`config.mk`:
```
export PLATFORM = sky130hd
export DESIGN_NAME = xds_cell
export DESIGN_NICKNAME = d
export VERILOG_FILES = /design/src/design/xds_pkg.sv /design/src/design/xds_cell.sv
export SDC_FILE = /design/constraint.sdc
export NUM_CORES = 1
export LEC_CHECK = 0
export ABC_CLOCK_PERIOD_IN_PS = 4300
export BUFFER_PORTS_ARGS = -buffer_cell sky130_fd_sc_hd__buf_2
export CAP_MARGIN = 20
export CORE_AREA = 2 2 203 205
export DETAILED_ROUTE_END_ITERATION = 7
export DIE_AREA = 0 0 205 207
export PLACE_DENSITY = 0.54
export SKIP_LAST_GASP = 1
export SYNTH_ARGS = -nofsm -noshare
export SYNTH_HDL_FRONTEND = slang
export SYNTH_SLANG_ARGS = --single-unit
```
`constraint.sdc`:
```
create_clock -name clk -period 4.3 [get_ports clk]
set_input_delay 0.86 -clock clk [delete_from_list [all_inputs] [get_ports clk]]
set_output_delay 0.86 -clock clk [all_outputs]
set_load 0.03 [all_outputs]
```
`src/design/xds_pkg.sv`:
```
// Shared types, sizes and codes for the XOR distance shortlist.
// Used by xds_cell and xor_distance_shortlist_core; no dependencies.
package xds_pkg;

	localparam int ENTRIES  = 16;
	localparam int ID_BITS  = 64;
	localparam int CNT_W    = $clog2(ENTRIES + 1);
	localparam int FIELD_W  = 64;
	localparam int CAP_W    = 5;
	localparam int STATUS_W = 3;

	localparam logic OP_INSERT = 1'b0;
	localparam logic OP_POP    = 1'b1;

	localparam logic [STATUS_W-1:0] ST_INSERTED  = 3'd0;
	localparam logic [STATUS_W-1:0] ST_DUPLICATE = 3'd1;
	localparam logic [STATUS_W-1:0] ST_REJECTED  = 3'd2;
	localparam logic [STATUS_W-1:0] ST_POPPED    = 3'd3;
	localparam logic [STATUS_W-1:0] ST_EMPTY     = 3'd4;

	localparam logic CFG_TARGET_ID = 1'b0;
	localparam logic CFG_CAPACITY  = 1'b1;

	typedef enum logic [1:0] {
		CELL_HOLD,
		CELL_TAKE_NEW,
		CELL_TAKE_PREV,
		CELL_TAKE_NEXT
	} cell_cmd_t;

	typedef struct packed {
		logic      cmp_en;
		logic      in_use;
		cell_cmd_t cmd;
	} cell_ctrl_t;

	typedef struct packed {
		logic [ID_BITS-1:0] distance;
		logic [FIELD_W-1:0] addr;
	} entry_t;

endpackage

```
`src/design/xds_cell.sv`:
```
// One shortlist cell: holds an entry, compares it against the broadcast distance,
// and loads from itself, the new item, or either neighbor. Depends on xds_pkg.
module xds_cell (
	input  logic                clk,
	input  xds_pkg::cell_ctrl_t ctrl,
	input  xds_pkg::entry_t     new_entry,
	input  xds_pkg::entry_t     prev_entry,
	input  xds_pkg::entry_t     next_entry,
	output xds_pkg::entry_t     entry,
	output logic                gt,
	output logic                eq
);

	xds_pkg::entry_t entry_q;
	logic            gt_q;
	logic            eq_q;

	always_ff @(posedge clk) begin
		if (ctrl.cmp_en) begin
			gt_q <= ctrl.in_use && (entry_q.distance > new_entry.distance);
			eq_q <= ctrl.in_use && (entry_q.distance == new_entry.distance);
		end
		case (ctrl.cmd)
			xds_pkg::CELL_TAKE_NEW:  entry_q <= new_entry;
			xds_pkg::CELL_TAKE_PREV: entry_q <= prev_entry;
			xds_pkg::CELL_TAKE_NEXT: entry_q <= next_entry;
			default:                 entry_q <= entry_q;
		endcase
	end

	assign entry = entry_q;
	assign gt    = gt_q;
	assign eq    = eq_q;

endmodule

```
==> impl_table.tex <==
\begin{tabular}{lr}
\hline
Metric & Value \\
\hline
\multicolumn{2}{l}{\textbf{Outcome}} \\
Status & complete, no violations \\
\multicolumn{2}{l}{\textbf{Global routing}} \\
Antenna violations before repair & 2 \\
Via count of the first global-routing pass & 7729 \\
Maximum number of pins on one net before global-route repair & 102 \\
GRT Util Overall & 13.7\% \\
GRT overflow & 0 \\
Global-route wire length before repair & 43100 um \\
\multicolumn{2}{l}{\textbf{STA}} \\
Setup repair after global routing missed its margin & false \\
Fin crit share & 62.6\% \\
Rel. slew slack & 53.2\% \\
Max-slew violation total from the final report & 0 \\
Transition time at the pin with the least slew margin & 0.703 ns \\
Maximum clock frequency & 0.372 GHz \\
Hold Vio Cnt, Final & 0 \\
Count of endpoints failing setup in the final report & 0 \\
Worst setup skew after layout & 0.0111 ns \\
Final worst path period need & 2.69 ns \\
Setup TNS & 0 ns \\
\multicolumn{2}{l}{\textbf{Critical path}} \\
Worst setup path end & gt\$\_DFFE\_PP\_ \\
Largest fanout on the critical path & 2 \\
Worst setup path category & input port to flop \\
Arr. time, crit path & 2.88 ns \\
CP Launch Type & input port \\
Setup slack, reg-to-reg & 1.73 ns \\
Critical R2R Launch & entry[81]\$\_DFFE\_PP\_ \\
Worst r2r path cells & 7 \\
Critical Path Source & new\_entry[83] \\
Nature of the critical path endpoint & flop \\
Reg-to-reg critical path endpoint & gt\$\_DFFE\_PP\_ \\
Required time reported for the critical path endpoint & 4.49 ns \\
\multicolumn{2}{l}{\textbf{Synth}} \\
Post-synth top area cell & sky130\_fd\_sc\_hd\_\_edfxtp\_1 \\
Count of flip-flops with a built-in enable after synthesis & 130 \\
Syn\_area\_per\_cell & 10.4 um2 \\
Synthesis warning total & 0 \\
Top cells by count, synth & sky130\_fd\_sc\_hd\_\_a21oi\_1 (144), sky130\_fd\_sc\_hd\_\_nor2\_1 (132), sky130\_fd\_sc\_hd\_\_edfxtp\_1 (130), sky130\_fd\_sc\_hd\_\_mux2i\_1 (128), sky130\_fd\_sc\_hd\_\_inv\_1 (65) \\
Summed instance area of the synthesized netlist & 8140 um2 \\
Synthesized netlist net count & 1234 \\
Leading cell types by total area after synthesis & sky130\_fd\_sc\_hd\_\_edfxtp\_1 (48\%), sky130\_fd\_sc\_hd\_\_mux2i\_1 (16\%), sky130\_fd\_sc\_hd\_\_ha\_1 (9.8\%) \\
Number of library cell types mapped by synthesis & 35 \\
Share of Yosys cell area claimed by the top area cell type & 48.0\% \\
Register bit count reported by yosys & 130 \\
Post-synth ARST share & 0\% \\
Sequential-to-total area share from yosys stat & 48.0\% \\
Most used standard cell by instance count after synthesis & sky130\_fd\_sc\_hd\_\_a21oi\_1 \\
Most common flop cell mapped by yosys & sky130\_fd\_sc\_hd\_\_edfxtp\_1 \\
Number of standard cells after synthesis & 781 \\
\multicolumn{2}{l}{\textbf{Place}} \\
Number of placed instances with taps included & 1795 \\
Buffers added on ports & 518 \\
Half-perimeter wire length of the detailed placement result & 24000 um \\
Final weighted congestion of routability-driven global placement & 0.921 \\
\multicolumn{2}{l}{\textbf{CTS}} \\
Cts bufs inserted & 17 \\
Clock buffer depth & 2 \\
Buffer cell driving the clock tree root & sky130\_fd\_sc\_hd\_\_clkbuf\_16 \\
Post-CTS setup buffers & 0 \\
CTS-repair resized insts & 0 \\
Level count of the clock H-tree & 4 \\
Source-to-sink clock delay at the later pin of the worst-skew pair & 0.46 ns \\
Hold-fix buffers at CTS & 0 \\
Sinks on Clock Net & 130 \\
Register clock-pin slew on the reported worst setup and hold paths & 0.06 ns \\
TritonCTS clock tree & built \\
\multicolumn{2}{l}{\textbf{Route}} \\
Wirelength, routed & 29500 um \\
Number of vias per cell & 4.21 \\
Post-detailed-route count of antenna-violating nets & 0 \\
Iteration count of the initial detailed-routing pass & 6 \\
Initial DRC Count & 260 \\
DRC violation count after routing & 0 \\
Mean routed wirelength per cell & 16.1 um \\
Routed vias & 7697 \\
\multicolumn{2}{l}{\textbf{Pwr}} \\
Switching part of the total & 31.7\% \\
Part of the total power dissipated in the clock network & 36.8\% \\
Comb pwr share & 26.2\% \\
Pwr/cell area & 369 nW/um2 \\
Worst voltage drop across the vdd grid & 0.278 mV \\
Power dissipated by switching net loads & 1400 uW \\
Internal power summed over all cells & 3030 uW \\
Sequential power share & 37.0\% \\
Static leakage & 0.00595 uW \\
\multicolumn{2}{l}{\textbf{Layout}} \\
Area used by multi-input combinational logic & 3830 um2 \\
Final cell count without fillers & 1828 \\
Area taken by flip-flops and latches & 3900 um2 \\
Ratio of cells with drive above 1 in the final layout & 43.9\% \\
Area added between synthesis and finish & 47.6\% \\
Filler cell count in the final layout & 4316 \\
Final \#Nets & 1735 \\
\multicolumn{2}{l}{\textbf{Floorplanning}} \\
Placement Rows & 74 \\
Width of the chip & 205 um \\
Core Box Area & 40400 um2 \\
Die area & 42400 um2 \\
Starting density of the core & 20.2\% \\
Y dimension of the die & 207 um \\
I/O pin cnt & 519 \\
\multicolumn{2}{l}{\textbf{Min path}} \\
Hold Crit Class & input port to flop \\
\multicolumn{2}{l}{\textbf{Flow run}} \\
Count of maximum capacitance violations & 0 \\
\hline
\end{tabular}
flip-flops by register name, summed over array words and instances, names as in the netlist:
| register | cells |
|---|---|
| gt | 1 |
| entry | 128 |
| eq | 1 |
metrics by stage:
stage	hold slack, ns	total power, uW	setup WS, ns	util (%)	cell area (um2)
2_1_floorplan	0.972	2350	0.504	-	8140
5_1_grt	0.604	4660	1.44	29.8	12000
3_5_place_dp	1.05	2850	1.02	28.2	11400
3_3_place_gp	1.04	2830	1.01	28.2	11400
4_1_cts	0.589	4510	1.53	29.8	12000
6_report	0.630	4430	1.61	29.8	12000
worst max-delay path, stage by stage:
cell,delay (ns)
sky130_fd_sc_hd__buf_2,0.12
sky130_fd_sc_hd__inv_1,0.05
sky130_fd_sc_hd__ha_1,0.29
sky130_fd_sc_hd__and2_2,0.20
sky130_fd_sc_hd__a221o_1,0.34
sky130_fd_sc_hd__a221oi_1,0.52
sky130_fd_sc_hd__nor4_1,0.10
sky130_fd_sc_hd__a211oi_1,0.27
sky130_fd_sc_hd__a311oi_2,0.12
power groups by stage:
stage	clock network [uW]	registers, uW	logic [uW]
finish	1630	1640	1160
global route	1740	1660	1270
CTS	1690	1640	1180
detailed placement	0	1670	1180
global placement	0	1660	1170
floorplan	0	1960	389
placed cells by master (no fill, tap or decap), types with 3 or more instances in the layout:
| cell type | count |
|---|---|
| sky130_fd_sc_hd__mux2i_1 | 128 |
| sky130_fd_sc_hd__buf_12 | 5 |
| sky130_fd_sc_hd__a221o_1 | 3 |
| sky130_fd_sc_hd__inv_1 | 65 |
| sky130_fd_sc_hd__buf_4 | 3 |
| sky130_fd_sc_hd__bufinv_16 | 5 |
| sky130_fd_sc_hd__nand2_1 | 12 |
| sky130_fd_sc_hd__nor2_1 | 132 |
| sky130_fd_sc_hd__a21oi_1 | 144 |
| sky130_fd_sc_hd__a21o_1 | 8 |
| sky130_fd_sc_hd__edfxtp_1 | 130 |
| sky130_fd_sc_hd__and4_2 | 3 |
| sky130_fd_sc_hd__o21ai_0 | 4 |
| sky130_fd_sc_hd__clkbuf_16 | 17 |
| sky130_fd_sc_hd__clkinv_2 | 3 |
| sky130_fd_sc_hd__ha_1 | 64 |
| sky130_fd_sc_hd__a211oi_1 | 4 |
| sky130_fd_sc_hd__a221oi_1 | 4 |
| sky130_fd_sc_hd__nand4_1 | 7 |
| sky130_fd_sc_hd__buf_2 | 516 |
| sky130_fd_sc_hd__and2_2 | 3 |
| sky130_fd_sc_hd__nand3_1 | 8 |
area by class of cell:
class | count | share of cell area [%]
flip-flops and latches | 130 | 32.5
multi-input cells | 542 | 31.9
repair buffers | 526 | 22.7
well taps | 532 | 5.54
clock buffers | 17 | 3.54
inverters | 65 | 2.03
clock inverters | 15 | 1.78
diodes | 1 | 0.0208
cell families after synthesis:
kind of cell | Yosys count | share of synthesized area, %
buffers and inverters | 109 | 5.04
flip-flops | 130 | 48.0
AND/OR/NAND/NOR | 178 | 9.82
adder cells (fa/ha/maj) | 64 | 9.84
AO/OA/AOI/OAI | 172 | 11.6
multiplexers | 128 | 15.7
how the worst min path moves through the flow:
stage,start,end,cells after the start
CTS,ctrl[3],gt$_DFFE_PP_,1
global placement,entry[104]$_DFFE_PP_,gt$_DFFE_PP_,5
detailed placement,entry[104]$_DFFE_PP_,gt$_DFFE_PP_,5
floorplan,ctrl[3],eq$_DFFE_PP_,0
finish,ctrl[3],gt$_DFFE_PP_,1
global route,ctrl[3],gt$_DFFE_PP_,1
per-layer routing:
metal	track usage [%]	vias to the layer above	part of all wire [%]
li1	-	3849	-
met1	14.6	3497	39
met2	24.7	316	51
met3	4.56	33	7.6
met4	5.11	2	2.3
met5	0	-	0.044
Note: power is estimated with default switching activity, not from simulation.
